### config.mk
export PLATFORM = sky130hd
export DESIGN_NAME = per_key_flood_detector_core
export DESIGN_NICKNAME = d
export VERILOG_FILES = /design/src/sv/pkfd_pkg.sv /design/src/sv/pkfd_entry_unit.sv /design/src/sv/pkfd_table.sv /design/src/sv/per_key_flood_detector_core.sv
export SDC_FILE = /design/constraint.sdc
export NUM_CORES = 2
export LEC_CHECK = 0
export BUFFER_PORTS_ARGS = -buffer_cell sky130_fd_sc_hd__buf_2
export CORE_ASPECT_RATIO = 1.5
export CORE_UTILIZATION = 55
export DETAILED_ROUTE_END_ITERATION = 16
export PLACE_DENSITY = 0.78
export SYNTH_ARGS = -nofsm -noshare
export SYNTH_HDL_FRONTEND = slang
export SYNTH_SLANG_ARGS = --single-unit
### constraint.sdc
create_clock -name clock -period 20.7 [get_ports clock]
set_input_delay 1.035 -clock clock [delete_from_list [all_inputs] [get_ports clock]]
set_output_delay 1.035 -clock clock [all_outputs]
set_load 0.01 [all_outputs]
### src/sv/pkfd_pkg.sv
// Shared types and constants for the per-key flood detector.
// Depends on nothing; every other file refers to it by scoped names.
package pkfd_pkg;

   localparam int NUM_ENTRIES = 16;
   localparam int IDX_W       = (NUM_ENTRIES > 1) ? $clog2(NUM_ENTRIES) : 1;
   localparam int SCAN_W      = $clog2(NUM_ENTRIES + 1);

   localparam int KEY_W    = 64;
   localparam int TIME_W   = 32;
   localparam int COUNT_W  = 8;
   localparam int WINDOW_W = 16;
   localparam int CSR_W    = 16;
   localparam int CSR_IDX_W = 1;

   localparam logic [CSR_IDX_W-1:0] REG_WINDOW_SECONDS = 1'd0;
   localparam logic [CSR_IDX_W-1:0] REG_ALERT_COUNT    = 1'd1;

   localparam logic [WINDOW_W-1:0] WINDOW_RESET = 16'd60;
   localparam logic [COUNT_W-1:0]  ALERT_RESET  = 8'd5;
   localparam logic [COUNT_W-1:0]  COUNT_MAX    = 8'd255;

   typedef enum logic [3:0] {
      S_IDLE   = 4'b0001,
      S_SCAN   = 4'b0010,
      S_INSERT = 4'b0100,
      S_WAIT   = 4'b1000
   } state_type;

   // Write request into the entry table.
   typedef struct packed {
      logic             wr_entry;   // write last time and count
      logic             wr_key;     // write the key as well
      logic             set_valid;
      logic             clr_valid;
      logic [IDX_W-1:0] idx;
   } tbl_op_type;

   // Verdict of the shared compare and aging unit on one entry.
   typedef struct packed {
      logic               match;
      logic               stale;
      logic               alert;
      logic [COUNT_W-1:0] new_count;
   } entry_eval_type;

endpackage

### src/sv/pkfd_entry_unit.sv
// Shared compare and aging unit: matches one table entry against the event key,
// checks staleness and forms the updated count. Depends on pkfd_pkg.
module pkfd_entry_unit (
   input  logic                          entry_valid,
   input  logic [pkfd_pkg::KEY_W-1:0]    entry_key,
   input  logic [pkfd_pkg::TIME_W-1:0]   entry_last_time,
   input  logic [pkfd_pkg::COUNT_W-1:0]  entry_count,
   input  logic [pkfd_pkg::KEY_W-1:0]    event_key,
   input  logic [pkfd_pkg::TIME_W-1:0]   event_time,
   input  logic [pkfd_pkg::WINDOW_W-1:0] window_seconds,
   input  logic [pkfd_pkg::COUNT_W-1:0]  alert_count,
   output pkfd_pkg::entry_eval_type      eval
);

   logic [pkfd_pkg::TIME_W:0]    expiry;
   logic [pkfd_pkg::COUNT_W-1:0] base_count;

   // The expiry sum is one bit wider so that it never wraps.
   assign expiry = {1'b0, entry_last_time}
                 + {{(pkfd_pkg::TIME_W + 1 - pkfd_pkg::WINDOW_W){1'b0}}, window_seconds};

   always_comb begin
      eval.match = entry_valid && (entry_key == event_key);
      eval.stale = expiry < {1'b0, event_time};
      base_count = eval.stale ? '0 : entry_count;
      if (base_count == pkfd_pkg::COUNT_MAX) begin
         eval.new_count = pkfd_pkg::COUNT_MAX;
      end else begin
         eval.new_count = base_count + 1'b1;
      end
      eval.alert = eval.match && (eval.new_count >= alert_count);
   end

endmodule

### src/sv/pkfd_table.sv
// Entry table: valid bits in reset flops, key, last-seen time and count per slot.
// One read address and one write port per cycle. Depends on pkfd_pkg.
module pkfd_table (
   input  logic                              clock,
   input  logic                              reset,
   input  logic [pkfd_pkg::IDX_W-1:0]        rd_idx,
   output logic                              rd_valid,
   output logic [pkfd_pkg::KEY_W-1:0]        rd_key,
   output logic [pkfd_pkg::TIME_W-1:0]       rd_last_time,
   output logic [pkfd_pkg::COUNT_W-1:0]      rd_count,
   input  pkfd_pkg::tbl_op_type              op,
   input  logic [pkfd_pkg::KEY_W-1:0]        wr_key_data,
   input  logic [pkfd_pkg::TIME_W-1:0]       wr_time_data,
   input  logic [pkfd_pkg::COUNT_W-1:0]      wr_count_data
);

   logic [pkfd_pkg::NUM_ENTRIES-1:0] valid_ff;
   logic [pkfd_pkg::NUM_ENTRIES-1:0] valid_in;
   logic [pkfd_pkg::KEY_W-1:0]       key_ff   [pkfd_pkg::NUM_ENTRIES];
   logic [pkfd_pkg::TIME_W-1:0]      last_ff  [pkfd_pkg::NUM_ENTRIES];
   logic [pkfd_pkg::COUNT_W-1:0]     count_ff [pkfd_pkg::NUM_ENTRIES];

   always_comb begin
      valid_in = valid_ff;
      if (op.set_valid) begin
         valid_in[op.idx] = 1'b1;
      end else if (op.clr_valid) begin
         valid_in[op.idx] = 1'b0;
      end
   end

   always_ff @(posedge clock) begin
      if (reset) begin
         valid_ff <= '0;
      end else begin
         valid_ff <= valid_in;
      end
   end

   always_ff @(posedge clock) begin
      if (op.wr_entry) begin
         last_ff[op.idx]  <= wr_time_data;
         count_ff[op.idx] <= wr_count_data;
         if (op.wr_key) begin
            key_ff[op.idx] <= wr_key_data;
         end
      end
   end

   assign rd_valid     = valid_ff[rd_idx];
   assign rd_key       = key_ff[rd_idx];
   assign rd_last_time = last_ff[rd_idx];
   assign rd_count     = count_ff[rd_idx];

endmodule

### src/sv/per_key_flood_detector_core.sv
// Per-key flood detector: top level with the scan sequencer and result register.
// Depends on pkfd_pkg, pkfd_entry_unit and pkfd_table.
//
// Each event transaction is accepted in the idle state; in the scan state the shared
// compare and aging unit then visits every table slot in order, and the insert step
// stores a new key if it was not found and a slot is free, and registers the
// result. The block is ready again once the result is registered; if the previous
// result has not been taken yet, the insert step waits for the response slot.
// Configuration writes land at once and should be made between events.
module per_key_flood_detector_core (
   input  logic                                clock,
   input  logic                                reset,
   input  logic                                req_valid,
   output logic                                req_ready,
   input  logic [pkfd_pkg::KEY_W-1:0]          req_source_key,
   input  logic [pkfd_pkg::TIME_W-1:0]         req_event_time,
   input  logic                                req_is_local,
   input  logic                                req_is_excluded,
   output logic                                rsp_valid,
   input  logic                                rsp_ready,
   output logic                                rsp_flood_alert,
   output logic                                rsp_take_action,
   output logic                                rsp_table_full,
   input  logic                                csr_write_enable,
   input  logic [pkfd_pkg::CSR_IDX_W-1:0]      csr_index,
   input  logic [pkfd_pkg::CSR_W-1:0]          csr_write_data
);

   pkfd_pkg::state_type state_ff, state_in;

   logic [pkfd_pkg::WINDOW_W-1:0] window_ff;
   logic [pkfd_pkg::COUNT_W-1:0]  alert_count_ff;

   logic [pkfd_pkg::KEY_W-1:0]    key_ff;
   logic [pkfd_pkg::TIME_W-1:0]   now_ff;
   logic                          local_ff;
   logic                          excl_ff;

   logic [pkfd_pkg::SCAN_W-1:0]   scan_ff, scan_in;
   logic                          found_ff, found_in;
   logic                          alert_ff, alert_in;
   logic                          free_found_ff, free_found_in;
   logic [pkfd_pkg::IDX_W-1:0]    free_idx_ff, free_idx_in;

   logic                          rsp_valid_ff, rsp_valid_in;
   logic                          rsp_alert_ff, rsp_action_ff, rsp_full_ff;

   logic [pkfd_pkg::IDX_W-1:0]    scan_idx;
   logic                          scan_last;
   logic                          rsp_free;
   logic                          req_fire;

   logic                          rd_valid;
   logic [pkfd_pkg::KEY_W-1:0]    rd_key;
   logic [pkfd_pkg::TIME_W-1:0]   rd_last_time;
   logic [pkfd_pkg::COUNT_W-1:0]  rd_count;
   pkfd_pkg::entry_eval_type      eval;
   pkfd_pkg::tbl_op_type          tbl_op;
   logic [pkfd_pkg::COUNT_W-1:0]  wr_count;

   assign scan_idx  = scan_ff[pkfd_pkg::IDX_W-1:0];
   assign scan_last = (scan_ff == pkfd_pkg::SCAN_W'(pkfd_pkg::NUM_ENTRIES - 1));
   assign rsp_free  = !rsp_valid_ff || rsp_ready;
   assign req_ready = (state_ff == pkfd_pkg::S_IDLE);
   assign req_fire  = req_valid && req_ready;

   pkfd_table u_table (
      .clock         (clock),
      .reset         (reset),
      .rd_idx        (scan_idx),
      .rd_valid      (rd_valid),
      .rd_key        (rd_key),
      .rd_last_time  (rd_last_time),
      .rd_count      (rd_count),
      .op            (tbl_op),
      .wr_key_data   (key_ff),
      .wr_time_data  (now_ff),
      .wr_count_data (wr_count)
   );

   pkfd_entry_unit u_unit (
      .entry_valid     (rd_valid),
      .entry_key       (rd_key),
      .entry_last_time (rd_last_time),
      .entry_count     (rd_count),
      .event_key       (key_ff),
      .event_time      (now_ff),
      .window_seconds  (window_ff),
      .alert_count     (alert_count_ff),
      .eval            (eval)
   );

   always_comb begin
      state_in      = state_ff;
      scan_in       = scan_ff;
      found_in      = found_ff;
      alert_in      = alert_ff;
      free_found_in = free_found_ff;
      free_idx_in   = free_idx_ff;
      rsp_valid_in  = rsp_valid_ff && !rsp_ready;
      tbl_op        = '0;
      wr_count      = eval.new_count;

      unique case (state_ff)
         pkfd_pkg::S_IDLE: begin
            if (req_valid) begin
               state_in      = pkfd_pkg::S_SCAN;
               scan_in       = '0;
               found_in      = 1'b0;
               alert_in      = 1'b0;
               free_found_in = 1'b0;
               free_idx_in   = '0;
            end
         end
         pkfd_pkg::S_SCAN: begin
            tbl_op.idx = scan_idx;
            if (eval.match) begin
               tbl_op.wr_entry = 1'b1;
               found_in        = 1'b1;
               alert_in        = alert_ff || eval.alert;
            end else if (rd_valid && eval.stale) begin
               tbl_op.clr_valid = 1'b1;
            end
            // A slot freed by aging counts as free for the insert that follows.
            if (!free_found_ff && (!rd_valid || (!eval.match && eval.stale))) begin
               free_found_in = 1'b1;
               free_idx_in   = scan_idx;
            end
            if (scan_last) begin
               state_in = pkfd_pkg::S_INSERT;
            end else begin
               scan_in = scan_ff + 1'b1;
            end
         end
         pkfd_pkg::S_INSERT: begin
            tbl_op.idx = free_idx_ff;
            wr_count   = '0;
            if (rsp_free) begin
               rsp_valid_in = 1'b1;
               state_in     = pkfd_pkg::S_IDLE;
               if (!found_ff && free_found_ff) begin
                  tbl_op.wr_entry  = 1'b1;
                  tbl_op.wr_key    = 1'b1;
                  tbl_op.set_valid = 1'b1;
               end
            end
         end
         pkfd_pkg::S_WAIT: begin
            state_in = pkfd_pkg::S_IDLE;
         end
         default: begin
            state_in = pkfd_pkg::S_IDLE;
         end
      endcase
   end

   always_ff @(posedge clock) begin
      if (reset) begin
         state_ff       <= pkfd_pkg::S_IDLE;
         rsp_valid_ff   <= 1'b0;
         window_ff      <= pkfd_pkg::WINDOW_RESET;
         alert_count_ff <= pkfd_pkg::ALERT_RESET;
      end else begin
         state_ff     <= state_in;
         rsp_valid_ff <= rsp_valid_in;
         if (csr_write_enable) begin
            unique case (csr_index)
               pkfd_pkg::REG_WINDOW_SECONDS: window_ff <= csr_write_data;
               pkfd_pkg::REG_ALERT_COUNT:
                  alert_count_ff <= csr_write_data[pkfd_pkg::COUNT_W-1:0];
               default: ;
            endcase
         end
      end
   end

   always_ff @(posedge clock) begin
      scan_ff       <= scan_in;
      found_ff      <= found_in;
      alert_ff      <= alert_in;
      free_found_ff <= free_found_in;
      free_idx_ff   <= free_idx_in;
      if (req_fire) begin
         key_ff   <= req_source_key;
         now_ff   <= req_event_time;
         local_ff <= req_is_local;
         excl_ff  <= req_is_excluded;
      end
      if ((state_ff == pkfd_pkg::S_INSERT) && rsp_free) begin
         rsp_alert_ff  <= alert_ff;
         rsp_action_ff <= alert_ff && local_ff && !excl_ff;
         rsp_full_ff   <= !found_ff && !free_found_ff;
      end
   end

   assign rsp_valid       = rsp_valid_ff;
   assign rsp_flood_alert = rsp_alert_ff;
   assign rsp_take_action = rsp_action_ff;
   assign rsp_table_full  = rsp_full_ff;

   a_accept_starts_scan: assert property (@(posedge clock) disable iff (reset)
      req_fire |=> (state_ff == pkfd_pkg::S_SCAN) && (scan_ff == '0))
      else $error("accepted event did not start a scan at slot zero");

   a_scan_ends_in_insert: assert property (@(posedge clock) disable iff (reset)
      ((state_ff == pkfd_pkg::S_SCAN) && scan_last) |=> (state_ff == pkfd_pkg::S_INSERT))
      else $error("scan did not end in the insert step");

   a_no_insert_on_match: assert property (@(posedge clock) disable iff (reset)
      ((state_ff == pkfd_pkg::S_INSERT) && found_ff) |-> !tbl_op.set_valid)
      else $error("a matched key was inserted a second time");

   a_result_consistent: assert property (@(posedge clock) disable iff (reset)
      rsp_valid_ff |-> !(rsp_full_ff && rsp_alert_ff) && !(rsp_action_ff && !rsp_alert_ff))
      else $error("result fields contradict each other");

   a_result_after_insert: assert property (@(posedge clock) disable iff (reset)
      $rose(rsp_valid_ff) |-> ($past(state_ff) == pkfd_pkg::S_INSERT))
      else $error("result appeared outside the insert step");

endmodule

# Word level (Yosys, flattened, before mapping)
# Memory sizes are Yosys's and may differ from the RTL's. A register that Yosys moved wholly into a read port is not among the register bits.
# Cells that the tools add are included.
word_totals:
  mem_count: 3
  regBits: 158
  input_bits: 120
  mem_bits_rw: 1664
classes:
  magnitude_cmp: 5
  n_reduce_logical: 31
  add_sub_neg: 3
  muxes: 45
  bitwise: 4
  eq_ne: 12
memory_table:
  columns: ["memory", "words", "width", "read_ports", "rd_ports_with_merged_regs", "wr", "line_no", "rtl"]
  rows:
  - ["u_table.key_ff", 16, 64, 1, 1, 1, "pkfd_table.sv:19", "logic [pkfd_pkg::KEY_W-1:0] key_ff [pkfd_pkg::NUM_ENTRIES];"]
  - ["u_table.last_ff", 16, 32, 1, 1, 1, "pkfd_table.sv:20", "logic [pkfd_pkg::TIME_W-1:0] last_ff [pkfd_pkg::NUM_ENTRIES];"]
  - ["u_table.count_ff", 16, 8, 1, 1, 1, "pkfd_table.sv:21", "logic [pkfd_pkg::COUNT_W-1:0] count_ff [pkfd_pkg::NUM_ENTRIES];"]
ops:
  columns: ["operator", "count"]
  rows:
  - ["64-bit == test", 1]
  - ["32-bit by 16-bit adder with 33-bit output", 1]
  - ["33-bit by 32-bit < comparator with 1-bit output", 1]
  - ["16-bit 2-to-1 mux", 2]
  - ["4-bit 2-to-1 mux", 8]
  - ["8-bit 2-to-1 mux", 3]
  - ["1-bit 2-to-1 mux", 17]
  - ["16-bit AND", 1]
  - ["16-bit NOT", 1]
  - ["16-bit OR", 1]
  - ["4-bit case mux with 2 select lines", 2]
  - ["1-bit logical AND", 13]
  - ["2-bit inequality test, second input constant", 6]
  - ["4-bit case mux with 3 select lines", 1]
  - ["3-bit AND reduction", 4]
  - ["4-bit by 5-bit < comparator with 1-bit output, second input constant", 2]
  - ["5-bit 2-to-1 mux", 2]
  - ["5-bit case mux with 2 select lines", 1]
  - ["8-bit by 1-bit adder with 8-bit output, second input constant", 1]
  - ["8-bit == test, second input constant", 1]
  - ["8-bit >= comparator", 1]
  - ["1-bit case mux with 2 select lines", 4]
  - ["1-bit zero test", 7]
  - ["3-bit 2-to-1 mux", 2]
  - ["other kinds (13)", 17]

# Logic depth before layout (Yosys ltp)
logic_depth:
  ltp_word: 10
  mapped_depth: 49

# Cells and area by module
# A second synthesis with hierarchy kept.
unflattened:
  hier_cells: 3396
  hier_area_um2: 71074.4
by_module_without_submodules:
  columns: ["module", "instances", "cells_each", "area_per_inst_um2", "seq_area_each_um2"]
  rows:
  - ["pkfd_table", 1, 2693, 63348.3, 50288.2]
  - ["per_key_flood_detector_core", 1, 285, 4717.0, 3953.8]
  - ["pkfd_entry_unit", 1, 418, 3009.1, 0.0]

# Worst setup path after synthesis
# OpenSTA, ideal clock, no wires.
synth_timing:
  path_kind: "reg2reg"
  from: "register with a tool-made name"
  to: "register alert_ff (data pin)"
  synth_period_minus_slack_ns: 9.732
  required_ns: 20.446
  path_stages_with_launch: 47
  n_path_buf: 10
  slack_ns: 10.968
  arrival_time_ns: 9.477
  cell_sequence: "dfxtp_1 buf_6 buf_4 buf_6 buf_6 buf_4 buf_2 buf_2 clkbuf_1 buf_2 mux4_2 mux4_2 ha_1 a21oi_1 and3b_1 a32oi_1 nand4_1 o22ai_1 [... 11 more ...] nor2_1 clkbuf_1 nor2b_1 ha_1 and2_1 nand3_1 and3b_1 ha_1 nand2b_1 a21o_1 a21o_1 a21o_1 a21o_1 a21o_1 a21o_1 a21oi_1 nor2_1 o21a_1"
synth_lines:
  columns: ["item", "line_no", "rtl"]
  rows:
  - ["end signal, assigned", "per_key_flood_detector_core.sv:180", "alert_ff <= alert_in;"]
  - ["end, declared", "per_key_flood_detector_core.sv:41", "logic alert_ff, alert_in;"]

==> results.yml <==
sta:
  max_slew.worst_pin.slew_ps: 1275
  setup_viol: 0
  final.min_clock_period_ps: 11120
  slew_headroom: 0.1483
  setup_tns_ps: 0
  min_period_over_period: 0.5372
  hold_violations: 0
  clock_skew_ps: 21.88
  setup_ws_ps: 9580
  max_freq_ghz: 0.08993
  grt_setup_unrepaired: "false"
  drv_slew: 0
routing:
  initialDrtViolationCount: 4189
  drt-total-wl_mm: 175.6
  ant_nets: 0
  vias: 37150
  first_pass_iters: 6
  drc: 0
  routedWlPerCell_um: 30.86
  via_per_inst: 6.527
worst_setup_path:
  critPathMaxStageDelay_ps: 900
  path_class: "flip-flop to flip-flop"
  critPathArrivalTime_ps: 11670
  crit_path_start_kind: "flip-flop"
  critical-path-slowest-cell: "buf_4"
  end_kind: "flip-flop"
  cpMostUsedCell: "a21o_1"
  worst-path-max-fanout: 49
  cp.required_ps: 21250
clock_tree:
  post_cts_buffers: 0
  root_buffer: "clkbuf_16"
  h-tree-depth: 4
  clkSinkCount: 1825
  tritoncts: "yes"
  cts_resized: 0
  cts.path.max_buffers: 3
  numCtsBuffers: 163
  cts_hold_buf: 0
  clock_latency_ps: 800
  clkTransAtPathRegs_ps: 70
worst_hold_path:
  hp-class: "input pin to flip-flop"
die:
  initial_core_util: 0.5541
  die_w_um: 299.2
  core_um2: 131500
  io_pins: 125
  die_area_um2: 134000
  die_h_um: 447.8
  rows: 163
power_and_ir_drop:
  p_int_mw: 6.119
  p_leak_nw: 25.99
  switchingPower_mw: 1.789
  p_seq_frac: 0.528
  p_comb_frac: 0.085
  power.density_nw_per_um2: 97.84
  switching_share: 0.2262
  p_total_mw: 7.907
  p_clk_frac: 0.387
  peakVddDrop_mv: 0.09416
run:
  cap_viol_max_count: 0
layout:
  fill_cells: 8850
  layout_commonest_cell: "edfxtp_1"
  design_area_um2: 80820
  layout_common_cells: "edfxtp_1, mux4_2, mux2i_1"
  layout.nets: 4010
  diodes: 0
  drive_gt1_frac: 0.2379
  syn2layout_area_growth_pct: 10.88
synth:
  synth_edf_count: 1777
  syn_avg_cell_area_um2: 20.17
  synth_cell_types: 81
  synth-main-ff-cell: "edfxtp_1"
  seq_area_frac_synth: 0.7453
  synth_nets: 3793
  async_flop_share: 0
  synthCells: 3614
  synth_area_um2: 72880
  yosys_register_bits: 1825
  yosysWarningCount: 0
outcome:
  status: "complete, no violations"
global_route:
  grt_max_degree: 121
  grt_pass1_vias: 37950
  grt_overflow_total: 0
  grt_pass1_wl_mm: 254.5
  antenna_found_initial: 7
  grt.total_usage: 0.2658
placement:
  io_buffer_count: 124
  gp_congestion: 0.9041
  place_hpwl_mm: 97.38
  place_area_um2: 75470
  pre_cts_slack_ps: 9489
-- logic make-up after synthesis --
group           after synthesis  share of synthesized area
compound gates              347                    0.03251
fa+ha+maj                    59                    0.01023
simple gates                467                    0.03186
xor+xnor                     77                   0.009253
flops                      1825                     0.7453
mux                         599                     0.1522
buf+inv                     240                    0.01863
-- per-stage QoR --
step,instances,utilization,hold WS [ps]
after global placement,5398,0.5737,447.5
final,5691,0.6144,406.9
after detailed placement,5398,0.5737,457.2
after global routing,5691,0.6144,376.3
after floorplan,3614,-,436.3
after CTS,5691,0.6143,351.8
-- sequential cells by signal, indices dropped and copies added (netlist names), named ones only --
register and cells:
alert_count_ff 8, alert_ff 1, excl_ff 1, found_ff 1
free_found_ff 1, free_idx_ff 4, key_ff 64, local_ff 1
now_ff 32, rsp_flood_alert 1, rsp_table_full 1, rsp_take_action 1
rsp_valid 1, scan_ff 5, state_ff 3, u_table.count_ff 128
u_table.key_ff 1024, u_table.last_ff 512, window_ff 16
-- power groups by stage --
stage | clock network, mW | logic (mW) | registers, mW
detailed placement | 0 | 0.664 | 4.25
global route | 3.23 | 0.716 | 4.18
CTS | 3.09 | 0.672 | 4.17
finish | 3.06 | 0.672 | 4.17
floorplan | 0 | 0.483 | 4.22
global placement | 0 | 0.652 | 4.25
-- area by class of cell --
class | instances | area [um^2] | area share
clock buffer | 202 | 4332 | 0.05360
clock inverter | 91 | 1007 | 0.01246
inverter | 74 | 282.8 | 0.003499
multi-input combinational | 1549 | 17350 | 0.2147
sequential | 1825 | 54340 | 0.6723
tap | 1732 | 2167 | 0.02681
timing repair buffer | 218 | 1339 | 0.01657
-- worst max-delay path, delay by kind of cell (launching register included) --
| kind | cells | cell delay, ps |
|---|---|---|
| mux | 2 | 1080 |
| buf+inv | 4 | 2590 |
| xor+xnor | 1 | 130 |
| flops | 1 | 760 |
| compound gates | 15 | 2770 |
| fa+ha+maj | 4 | 1140 |
| simple gates | 13 | 2300 |
-- synthesized netlist by cell type, types with 9 or more instances --
library cell     n  area, um^2
edfxtp_1      1777       53360
mux4_2         405        9121
mux2i_1        170        1702
nand2_1        152       570.6
nor2_1          93       349.1
a21oi_1         74       370.4
inv_1           71       266.5
a22oi_1         58       435.4
ha_1            58       725.7
buf_2           52       260.3
dfxtp_1         48       960.9
xnor2_1         40       350.3
clkbuf_1        39       146.4
buf_4           38       285.3
o21ai_0         37       185.2
xor2_1          37       324.1
and2_1          36       225.2
nand3_1         29       145.1
nor2b_1         27       168.9
nor3_1          27       135.1
o22ai_1         26       162.7
a21o_1          24       180.2
buf_6           24       270.3
mux2_2          22       247.7
nand2b_1        21       131.4
a211oi_1        20       150.1
nand4_1         16       100.1
o21a_1          13       97.59
o211ai_1        11       82.58
a31oi_1         10       62.56
and3_1           9       56.30
-- per-layer routing --
| metal | vias up | global-route usage | part of all wire |
|---|---|---|---|
| li1 | 15260 | - | - |
| met1 | 19220 | 0.3287 | 0.35 |
| met2 | 2160 | 0.4544 | 0.51 |
| met3 | 493 | 0.04302 | 0.082 |
| met4 | 8 | 0.1352 | 0.053 |
| met5 | - | 0 | 0.00031 |
-- final timing paths --
path	cells past startpoint	slack, ps	end	from
worst max register to register	39	9580	alert_ff	flip-flop
worst min register to register	2	470	window_ff[6]	window_ff[6]
worst min-delay path	1	410	now_ff[12]	req_event_time[12]
worst max-delay path	39	9580	alert_ff	flip-flop
(Power assumes the default switching activity.)
